[src/design/ffra_pkg.sv]
`default_nettype none
// ----------------------------------------------------------------------------
// ffra_pkg
// Shared types and constants for the first-fit run allocator.
// ----------------------------------------------------------------------------
package ffra_pkg;

    localparam int unsigned DEF_MAX_SLOTS = 1024;
    localparam int unsigned LEN_W         = 11;
    localparam int unsigned SLOT_W        = 10;
    localparam int unsigned FAIL_W        = 16;

    // Occupancy bit stored per slot
    localparam logic SLOT_FREE = 1'b0;
    localparam logic SLOT_OCC  = 1'b1;

    // Request codes
    localparam logic REQ_ALLOC   = 1'b0;
    localparam logic REQ_RELEASE = 1'b1;

    typedef struct packed {
        logic cfg_load;
        logic load_req;
        logic clr_step;
        logic scan_start;
        logic scan_next;
        logic alloc_start;
        logic rel_start;
        logic fill_step;
        logic fin_ok;
        logic fin_none;
        logic fin_fail;
        logic push;
    } t_cmd;

    typedef struct packed {
        logic clr_last;
        logic is_release;
        logic rel_bad;
        logic len_zero;
        logic len_big;
        logic hit;
        logic scan_end;
        logic fill_last;
        logic can_push;
    } t_status;

endpackage
`default_nettype wire

[src/design/ffra_ctrl.sv]
`default_nettype none
// ----------------------------------------------------------------------------
// ffra_ctrl
// Sequencer: clearing pass, request check, slot scan, range fill, result.
// ----------------------------------------------------------------------------
module ffra_ctrl (
    input  wire logic              i_clk,
    input  wire logic              i_rst_n,
    input  wire logic              i_in_valid,
    input  wire logic              i_cfg_valid,
    input  wire ffra_pkg::t_status i_st,
    output ffra_pkg::t_cmd         o_cmd,
    output logic                   o_in_stall,
    output logic                   o_cfg_ready,
    output logic                   o_busy
);

    typedef enum logic [6:0] {
        S_CLEAR   = 7'b0000001,
        S_IDLE    = 7'b0000010,
        S_CHECK   = 7'b0000100,
        S_SCAN_RD = 7'b0001000,
        S_SCAN_EV = 7'b0010000,
        S_FILL    = 7'b0100000,
        S_DONE    = 7'b1000000
    } t_state;

    t_state r_state, n_state;

    always_ff @(posedge i_clk) begin
        if (!i_rst_n) begin
            r_state <= S_CLEAR;
        end else begin
            r_state <= n_state;
        end
    end

    always_comb begin
        n_state = r_state;
        o_cmd   = '0;
        unique case (r_state)
            S_CLEAR: begin
                o_cmd.clr_step = 1'b1;
                if (i_st.clr_last) n_state = S_IDLE;
            end
            S_IDLE: begin
                if (i_cfg_valid) begin
                    o_cmd.cfg_load = 1'b1;
                    n_state = S_CLEAR;
                end else if (i_in_valid) begin
                    o_cmd.load_req = 1'b1;
                    n_state = S_CHECK;
                end
            end
            S_CHECK: begin
                if (i_st.is_release) begin
                    if (i_st.rel_bad) begin
                        o_cmd.fin_none = 1'b1;
                        n_state = S_DONE;
                    end else begin
                        o_cmd.rel_start = 1'b1;
                        n_state = S_FILL;
                    end
                end else begin
                    priority if (i_st.len_zero) begin
                        o_cmd.fin_none = 1'b1;
                        n_state = S_DONE;
                    end else if (i_st.len_big) begin
                        o_cmd.fin_fail = 1'b1;
                        n_state = S_DONE;
                    end else begin
                        o_cmd.scan_start = 1'b1;
                        n_state = S_SCAN_RD;
                    end
                end
            end
            S_SCAN_RD: begin
                n_state = S_SCAN_EV;
            end
            S_SCAN_EV: begin
                priority if (i_st.hit) begin
                    o_cmd.alloc_start = 1'b1;
                    n_state = S_FILL;
                end else if (i_st.scan_end) begin
                    o_cmd.fin_fail = 1'b1;
                    n_state = S_DONE;
                end else begin
                    o_cmd.scan_next = 1'b1;
                    n_state = S_SCAN_RD;
                end
            end
            S_FILL: begin
                o_cmd.fill_step = 1'b1;
                if (i_st.fill_last) begin
                    o_cmd.fin_ok = 1'b1;
                    n_state = S_DONE;
                end
            end
            S_DONE: begin
                if (i_st.can_push) begin
                    o_cmd.push = 1'b1;
                    n_state = S_IDLE;
                end
            end
            default: begin
                n_state = S_CLEAR;
            end
        endcase
    end

    assign o_cfg_ready = (r_state == S_IDLE);
    assign o_in_stall  = (r_state != S_IDLE) || i_cfg_valid;
    assign o_busy      = (r_state != S_IDLE);

endmodule
`default_nettype wire

[src/design/ffra_dp.sv]
`default_nettype none
// ----------------------------------------------------------------------------
// ffra_dp
// Occupancy memory, scan counters, failure counter and output register.
// ----------------------------------------------------------------------------
module ffra_dp #(
    parameter int unsigned MAX_SLOTS = ffra_pkg::DEF_MAX_SLOTS
) (
    input  wire logic                          i_clk,
    input  wire logic                          i_rst_n,
    input  wire ffra_pkg::t_cmd                i_cmd,
    output ffra_pkg::t_status                  o_st,
    input  wire logic [ffra_pkg::LEN_W-1:0]    i_cfg_slots_in_use,
    input  wire logic                          i_req_type,
    input  wire logic [ffra_pkg::LEN_W-1:0]    i_run_length,
    input  wire logic [ffra_pkg::SLOT_W-1:0]   i_first_slot,
    input  wire logic [ffra_pkg::SLOT_W-1:0]   i_last_slot,
    output logic                               o_out_valid,
    input  wire logic                          i_out_stall,
    output logic                               o_granted,
    output logic [ffra_pkg::SLOT_W-1:0]        o_run_start,
    output logic [ffra_pkg::FAIL_W-1:0]        o_failure_count
);

    localparam int unsigned AW = (MAX_SLOTS > 1) ? $clog2(MAX_SLOTS) : 1;
    localparam int unsigned CW = (AW + 1 > ffra_pkg::LEN_W) ? AW + 1 : ffra_pkg::LEN_W;
    localparam int unsigned FW = ffra_pkg::FAIL_W;
    localparam logic [CW-1:0] MAXC = CW'(MAX_SLOTS);
    localparam logic [ffra_pkg::FAIL_W-1:0] FAIL_SAT = '1;

    logic          r_mem [MAX_SLOTS];
    logic          r_rdata;
    logic [AW-1:0] r_addr;
    logic [AW-1:0] r_end;
    logic [AW-1:0] r_start;
    logic [CW-1:0] r_nslots;
    logic [CW-1:0] r_len;
    logic [CW-1:0] r_cnt;
    logic [CW-1:0] r_first;
    logic [CW-1:0] r_last;
    logic          r_type;
    logic          r_fill;
    logic          r_res_ok;
    logic [AW-1:0] r_res_start;
    logic [ffra_pkg::FAIL_W-1:0] r_fail;

    logic [CW-1:0] cfg_ext;
    logic [CW-1:0] n_nslots;
    logic [CW-1:0] last_clip;
    logic [CW-1:0] start_ext;
    logic          we;
    logic          wdata;

    assign cfg_ext = CW'(i_cfg_slots_in_use);

    always_comb begin
        priority if (cfg_ext == '0) n_nslots = CW'(1);
        else if (cfg_ext > MAXC)    n_nslots = MAXC;
        else                        n_nslots = cfg_ext;
    end

    assign last_clip = (r_last > r_nslots - CW'(1)) ? r_nslots - CW'(1) : r_last;

    assign we    = i_cmd.clr_step || i_cmd.fill_step;
    assign wdata = i_cmd.clr_step ? ffra_pkg::SLOT_FREE : r_fill;

    always_ff @(posedge i_clk) begin
        if (we) r_mem[r_addr] <= wdata;
        r_rdata <= r_mem[r_addr];
    end

    // Control and counters
    always_ff @(posedge i_clk) begin
        if (!i_rst_n) begin
            r_addr      <= '0;
            r_nslots    <= MAXC;
            r_fail      <= '0;
            o_out_valid <= 1'b0;
        end else begin
            if (i_cmd.cfg_load) begin
                r_nslots <= n_nslots;
                r_addr   <= '0;
            end
            if (i_cmd.clr_step || i_cmd.scan_next || i_cmd.fill_step) r_addr <= r_addr + AW'(1);
            if (i_cmd.scan_start) r_addr <= '0;
            if (i_cmd.rel_start) r_addr <= AW'(r_first);
            if (i_cmd.alloc_start) r_addr <= r_addr - AW'(r_len - CW'(1));
            if (i_cmd.fin_fail && r_fail != FAIL_SAT) r_fail <= r_fail + FW'(1);
            if (i_cmd.push) begin
                o_out_valid <= 1'b1;
            end else if (!i_out_stall) begin
                o_out_valid <= 1'b0;
            end
        end
    end

    // Request payload and results
    always_ff @(posedge i_clk) begin
        if (i_cmd.load_req) begin
            r_type  <= i_req_type;
            r_len   <= CW'(i_run_length);
            r_first <= CW'(i_first_slot);
            r_last  <= CW'(i_last_slot);
        end
        if (i_cmd.scan_start) r_cnt <= '0;
        if (i_cmd.scan_next) r_cnt <= (r_rdata == ffra_pkg::SLOT_OCC) ? '0 : r_cnt + CW'(1);
        if (i_cmd.rel_start) begin
            r_end  <= AW'(last_clip);
            r_fill <= ffra_pkg::SLOT_FREE;
        end
        if (i_cmd.alloc_start) begin
            r_end   <= r_addr;
            r_start <= r_addr - AW'(r_len - CW'(1));
            r_fill  <= ffra_pkg::SLOT_OCC;
        end
        if (i_cmd.fin_ok) begin
            r_res_ok    <= 1'b1;
            r_res_start <= (r_type == ffra_pkg::REQ_RELEASE) ? '0 : r_start;
        end
        if (i_cmd.fin_none || i_cmd.fin_fail) begin
            r_res_ok    <= 1'b0;
            r_res_start <= '0;
        end
        if (i_cmd.push) begin
            o_granted       <= r_res_ok;
            o_run_start     <= start_ext[ffra_pkg::SLOT_W-1:0];
            o_failure_count <= r_fail;
        end
    end

    assign start_ext = CW'(r_res_start);

    assign o_st.clr_last   = (r_addr == AW'(MAX_SLOTS - 1));
    assign o_st.is_release = (r_type == ffra_pkg::REQ_RELEASE);
    assign o_st.rel_bad    = (r_first > r_last) || (r_first >= r_nslots);
    assign o_st.len_zero   = (r_len == '0);
    assign o_st.len_big    = (r_len > r_nslots);
    assign o_st.hit        = (r_rdata == ffra_pkg::SLOT_FREE) && (r_cnt + CW'(1) == r_len);
    assign o_st.scan_end   = (CW'(r_addr) == r_nslots - CW'(1));
    assign o_st.fill_last  = (r_addr == r_end);
    assign o_st.can_push   = !o_out_valid || !i_out_stall;

endmodule
`default_nettype wire

[src/design/first_fit_run_allocator_core.sv]
`default_nettype none
// ----------------------------------------------------------------------------
// first_fit_run_allocator_core
// Leftmost-fit allocator of contiguous slot runs, with range release.
// ----------------------------------------------------------------------------
// One request is handled at a time. An allocate scans the occupancy memory
// from slot 0 with a read state and an evaluate state per slot visited (one
// read port, registered read data), stops at the first run of the requested
// length and then marks it occupied at one slot per cycle. A release marks
// its range free; refused requests and allocates longer than the row go
// straight to the result. The controller returns to idle after each result
// before the next request is taken, and a stalled output register holds the
// result step. After reset and after every write of the slot count a
// clearing pass over all MAX_SLOTS slots runs, during which no request is
// taken. A finished result sits in the output register while the next
// request is taken.
module first_fit_run_allocator_core #(
    parameter int unsigned MAX_SLOTS = ffra_pkg::DEF_MAX_SLOTS
) (
    input  wire logic                        i_clk,
    input  wire logic                        i_rst_n,
    input  wire logic                        i_cfg_valid,
    output logic                             o_cfg_ready,
    input  wire logic [ffra_pkg::LEN_W-1:0]  i_cfg_slots_in_use,
    input  wire logic                        i_in_valid,
    output logic                             o_in_stall,
    input  wire logic                        i_req_type,
    input  wire logic [ffra_pkg::LEN_W-1:0]  i_run_length,
    input  wire logic [ffra_pkg::SLOT_W-1:0] i_first_slot,
    input  wire logic [ffra_pkg::SLOT_W-1:0] i_last_slot,
    output logic                             o_out_valid,
    input  wire logic                        i_out_stall,
    output logic                             o_granted,
    output logic [ffra_pkg::SLOT_W-1:0]      o_run_start,
    output logic [ffra_pkg::FAIL_W-1:0]      o_failure_count
);

    ffra_pkg::t_cmd    cmd;
    ffra_pkg::t_status st;
    logic              busy;

    ffra_ctrl u_ctrl (
        .i_clk       (i_clk),
        .i_rst_n     (i_rst_n),
        .i_in_valid  (i_in_valid),
        .i_cfg_valid (i_cfg_valid),
        .i_st        (st),
        .o_cmd       (cmd),
        .o_in_stall  (o_in_stall),
        .o_cfg_ready (o_cfg_ready),
        .o_busy      (busy)
    );

    ffra_dp #(
        .MAX_SLOTS (MAX_SLOTS)
    ) u_dp (
        .i_clk              (i_clk),
        .i_rst_n            (i_rst_n),
        .i_cmd              (cmd),
        .o_st               (st),
        .i_cfg_slots_in_use (i_cfg_slots_in_use),
        .i_req_type         (i_req_type),
        .i_run_length       (i_run_length),
        .i_first_slot       (i_first_slot),
        .i_last_slot        (i_last_slot),
        .o_out_valid        (o_out_valid),
        .i_out_stall        (i_out_stall),
        .o_granted          (o_granted),
        .o_run_start        (o_run_start),
        .o_failure_count    (o_failure_count)
    );

    a_refused_start_zero: assert property (@(posedge i_clk) disable iff (!i_rst_n)
        (o_out_valid && !o_granted) |-> (o_run_start == '0))
        else $error("refused result carries a nonzero start");

    // The output fields carry data only once a first result has been loaded.
    a_fail_count_monotonic: assert property (@(posedge i_clk) disable iff (!i_rst_n)
        ($past(i_rst_n) && $past(o_out_valid)) |->
            (o_failure_count >= $past(o_failure_count)))
        else $error("failure count went down");

    a_no_accept_when_busy: assert property (@(posedge i_clk) disable iff (!i_rst_n)
        busy |-> (o_in_stall && !o_cfg_ready))
        else $error("transfer possible while busy");

    a_clear_after_reset: assert property (@(posedge i_clk)
        !i_rst_n |=> (o_in_stall && !o_cfg_ready))
        else $error("request taken during clearing pass");

endmodule
`default_nettype wire
[config.mk]
export PLATFORM = sky130hd
export DESIGN_NAME = first_fit_run_allocator_core
export DESIGN_NICKNAME = d
export VERILOG_FILES = /design/src/design/ffra_pkg.sv /design/src/design/ffra_ctrl.sv /design/src/design/ffra_dp.sv /design/src/design/first_fit_run_allocator_core.sv
export SDC_FILE = /design/constraint.sdc
export NUM_CORES = 2
export LEC_CHECK = 0
export BUFFER_PORTS_ARGS = -buffer_cell sky130_fd_sc_hd__buf_2
export CORE_MARGIN = 2
export CORE_UTILIZATION = 24
export CTS_CLUSTER_SIZE = 20
export DETAILED_ROUTE_END_ITERATION = 10
export HOLD_SLACK_MARGIN = 0.06
export PLACE_DENSITY = 0.35
export SYNTH_ARGS = -nofsm -noshare
export SYNTH_HDL_FRONTEND = slang
export SYNTH_SLANG_ARGS = --single-unit
[constraint.sdc]
create_clock -name i_clk -period 51.4 [get_ports i_clk]
set_clock_uncertainty 0.2 [all_clocks]
set_input_delay 10.28 -clock i_clk [delete_from_list [all_inputs] [get_ports i_clk]]
set_output_delay 10.28 -clock i_clk [all_outputs]
set_load 0.05 [all_outputs]
==> qor.csv <==
stage,metric,value,unit
power_and_ir_drop,Comb power frac,22.8,%
drt,drt initial violations,2904,
synth,register area share after synthesis,66.8,%
floorplanning,Die Area,220000,um2
finish,cell area after layout,60000,um2
drt,# DRC,0,
finish,nets,3837,
floorplanning,DIE HEIGHT,469,um
synth,"FF+latch count, synth",1172,
sta,final hold vios,0,
clocking,"Reg clk slew, reported paths",0.05,ns
clocking,PostCTS Resize Cnt,0,
run_status,outcome,"finished, final reports clean",
drt,WL final,179000,um
power_and_ir_drop,clock network power share,33.6,%
finish,share of cells above drive strength 1,18.3,%
place,gpl congestion,0.765,
min_path,Worst Hold Class,reg -> reg,
synth,net count after synthesis,3830,
clocking,Clock H-tree levels,4,
power_and_ir_drop,P_int,2.02,mW
clocking,TritonCTS clock tree,built,
synth,main flop type after synthesis,edfxtp_1,
worst_setup_path,Worst setup EP type,primary output,
worst_setup_path,critical-path cell list,buf_2 > nand2b_1 > buf_2,
worst_setup_path,Startpoint Class,input port,
place,Post-DP HPWL,94900,um
power_and_ir_drop,Sw Ratio,30.7,%
worst_setup_path,"slowest stage delay, CP",0.32,ns
sta,Worst Tran Pin Value,1.23,ns
sta,Final setup viols,0,
sta,Final Cycle Share,41.7,%
synth,Post-synth EDFFs,1114,
clocking,hold buffer count at cts,0,
synth,Yosys cell types,74,
worst_setup_path,most frequent CP cell,buf_2,
power_and_ir_drop,cell area power density,48.6,nW/um2
synth,Mean Syn Cell Area,13.9,um2
finish,Syn-to-layout area delta,15.7,%
floorplanning,Rows,170,
global_route,first-pass GRT wire length,254000,um
global_route,total track usage,16.2,%
floorplanning,core area,215000,um2
synth,post-synthesis cell area,51800,um2
job,maxcap violations,0,
clocking,root buffer cell,clkbuf_16,
worst_setup_path,highest-delay cell along the critical path,buf_2,
worst_setup_path,kind of critical path,in -> out,
worst_setup_path,"Data required, critical path",40.92,ns
drt,post-route ant nets,0,
drt,Vias,31500,
drt,wire per inst,26.8,um
floorplanning,I/O pin total,78,
global_route,pin count of the biggest net entering global routing,221,
clocking,CTS Buffer Depth,3,
synth,"area leader, netlist",edfxtp_1,
global_route,gr ovfl total,0,
sta,Slew HR,18.0,%
power_and_ir_drop,sw power,0.894,mW
power_and_ir_drop,part of the power in registers,43.7,%
clocking,total setup buffers inserted after CTS,0,
global_route,vias in the first global route,32400,
place,IO buf count,77,
drt,routed vias/inst,4.72,
synth,Synth async-reset ratio,0,%
clocking,Clock Latency Late Sink,0.80,ns
synth,top post-synthesis cells by area,"edfxtp_1 65%, mux4_2 11%, nor2_1 7.9%, dfxtp_1 2.2%, clkbuf_1 2.0%",
finish,Finished Core Util,27.9,%
drt,first drt pass iteration count,5,
power_and_ir_drop,worst vdd ir,0.0440,mV
sta,"Slew Viols, Final",0,
sta,Max Fclk,46.7,MHz
power_and_ir_drop,Pleak,17.8,nW
place,DP Area,55500,um2
sta,RSZ-0062 raised after global routing,no,
clocking,Num CTS Buffers,145,
floorplanning,die width,469,um
floorplanning,starting density of the core,24.1,%
synth,post-synth top area share,64.6,%
clocking,clock sink total,1172,
sta,minimum clock period,21.41,ns
worst_setup_path,crit-path max FO,4,
sta,TNS Setup,0,ns
synth,synthesis warning total,0,
finish,final-layout fill cell count,21900,
synth,synthesized netlist cell count,3716,
worst_setup_path,Critical Path AT,10.93,ns
global_route,antenna violations before repair,6,
[stage by stage]
step                      hold WS (ns)  setup WS [ns]  total power [mW]  std cells
final                            0.259          29.99              2.91       6674
after global routing             0.281          29.90              3.04       6674
after CTS                        0.268          29.94              2.97       6673
after detailed placement         0.255          29.94              1.98       6414
after global placement           0.254          29.96              1.98       6414
after floorplan                  0.208          22.09              1.96       3716
[sequential cells by signal, summed over array words and instances, names as in the netlist]
register,count
u_ctrl.r_state,7
u_dp.o_failure_count,16
u_dp.o_granted,1
u_dp.o_out_valid,1
u_dp.o_run_start,10
u_dp.r_addr,10
u_dp.r_cnt,11
u_dp.r_end,10
u_dp.r_fail,16
u_dp.r_fill,1
u_dp.r_first,10
u_dp.r_last,10
u_dp.r_len,11
u_dp.r_mem,1024
u_dp.r_nslots,11
u_dp.r_rdata,1
u_dp.r_res_ok,1
u_dp.r_res_start,10
u_dp.r_start,10
u_dp.r_type,1
[cell usage after synthesis, drive strengths merged, types with 5 or more instances]
library cell     n
and3            12
nand4b          15
nor2          1095
or4              7
mux2             9
mux2i           10
a31oi           19
a211oi           5
edfxtp        1114
xnor2           38
inv             52
o21a             8
a21oi           66
buf             46
nand2          140
xor2            20
a221oi          15
or3             10
mux4           264
o21ai           34
ha              65
clkbuf         277
nand2b          13
dfxtp           58
nor3b           13
nor2b           16
nor3            28
nand4           42
nor4            19
a22oi           92
a22o            16
nand3           28
a21o             9
[power by group through the flow]
stage	Sequential (mW)	Clock (mW)	Combinational (mW)
floorplan	1.54	0	0.420
global placement	1.29	0	0.689
detailed placement	1.29	0	0.685
CTS	1.27	1.01	0.687
global route	1.27	1.04	0.723
finish	1.27	0.978	0.664
[path summary, 6_finish.rpt]
path / start / to / slack (ns) / cells past startpoint
worst min register to register: u_dp.r_res_start[8] / u_dp.o_run_start[8] / 0.26 / 0
worst max-delay path: i_cfg_valid / o_in_stall / 29.99 / 3
worst min-delay path: u_dp.r_res_start[8] / u_dp.o_run_start[8] / 0.26 / 0
worst max register to register: u_dp.r_addr[0] / u_dp.r_rdata / 45.76 / 9
[worst max-delay path: cells and delay by family]
family / cells / cell delay, ns
and+or+nand+nor: 1 / 0.24
buffers and inverters: 2 / 0.41
[cell type report]
type                       instances  area, um2  area share [%]
tap                             2838       3550            5.92
antenna                            1       2.50         0.00417
timing repair buffer             183       1220            2.03
sequential                      1172      34600            57.7
clock buffer                     192       3890            6.48
inverter                          54        203           0.338
clock inverter                    67        556           0.927
multi-input combinational       2167      15900            26.5
[cell families after synthesis]
family,after synthesis,share of synthesized area (%)
AOI/OAI and AO/OA,299,3.99
xor gates and xnor gates,62,1.17
adders and majority gates,67,1.63
buffers and inverters,377,2.80
DFF,1172,66.8
muxes,283,11.9
and+or+nand+nor,1456,11.7
[layer usage]
metal | share of wire (%) | GRT usage, % | vias up
li1 | - | - | 13800
met1 | 46 | 22.4 | 16800
met2 | 48 | 26.9 | 697
met3 | 4.0 | 2.21 | 207
met4 | 1.9 | 3.69 | 0
met5 | 0 | 0 | -
[cell usage in the layout, fill, tap and decap left out, drive strengths merged, types with 13 or more instances in the layout]
cell,count
a22o,16
a221oi,15
nand3,28
nor4,19
nand2,140
nor3,28
nor2b,16
dfxtp,58
buf,183
inv,59
nand4b,15
clkinv,57
ha,65
xnor2,38
nand4,42
nor2,1095
clkbuf,192
o21ai,34
a31oi,19
mux4,264
nand2b,13
edfxtp,1114
a22oi,92
nor3b,13
xor2,20
a21oi,66
(Power assumes the default switching activity.)
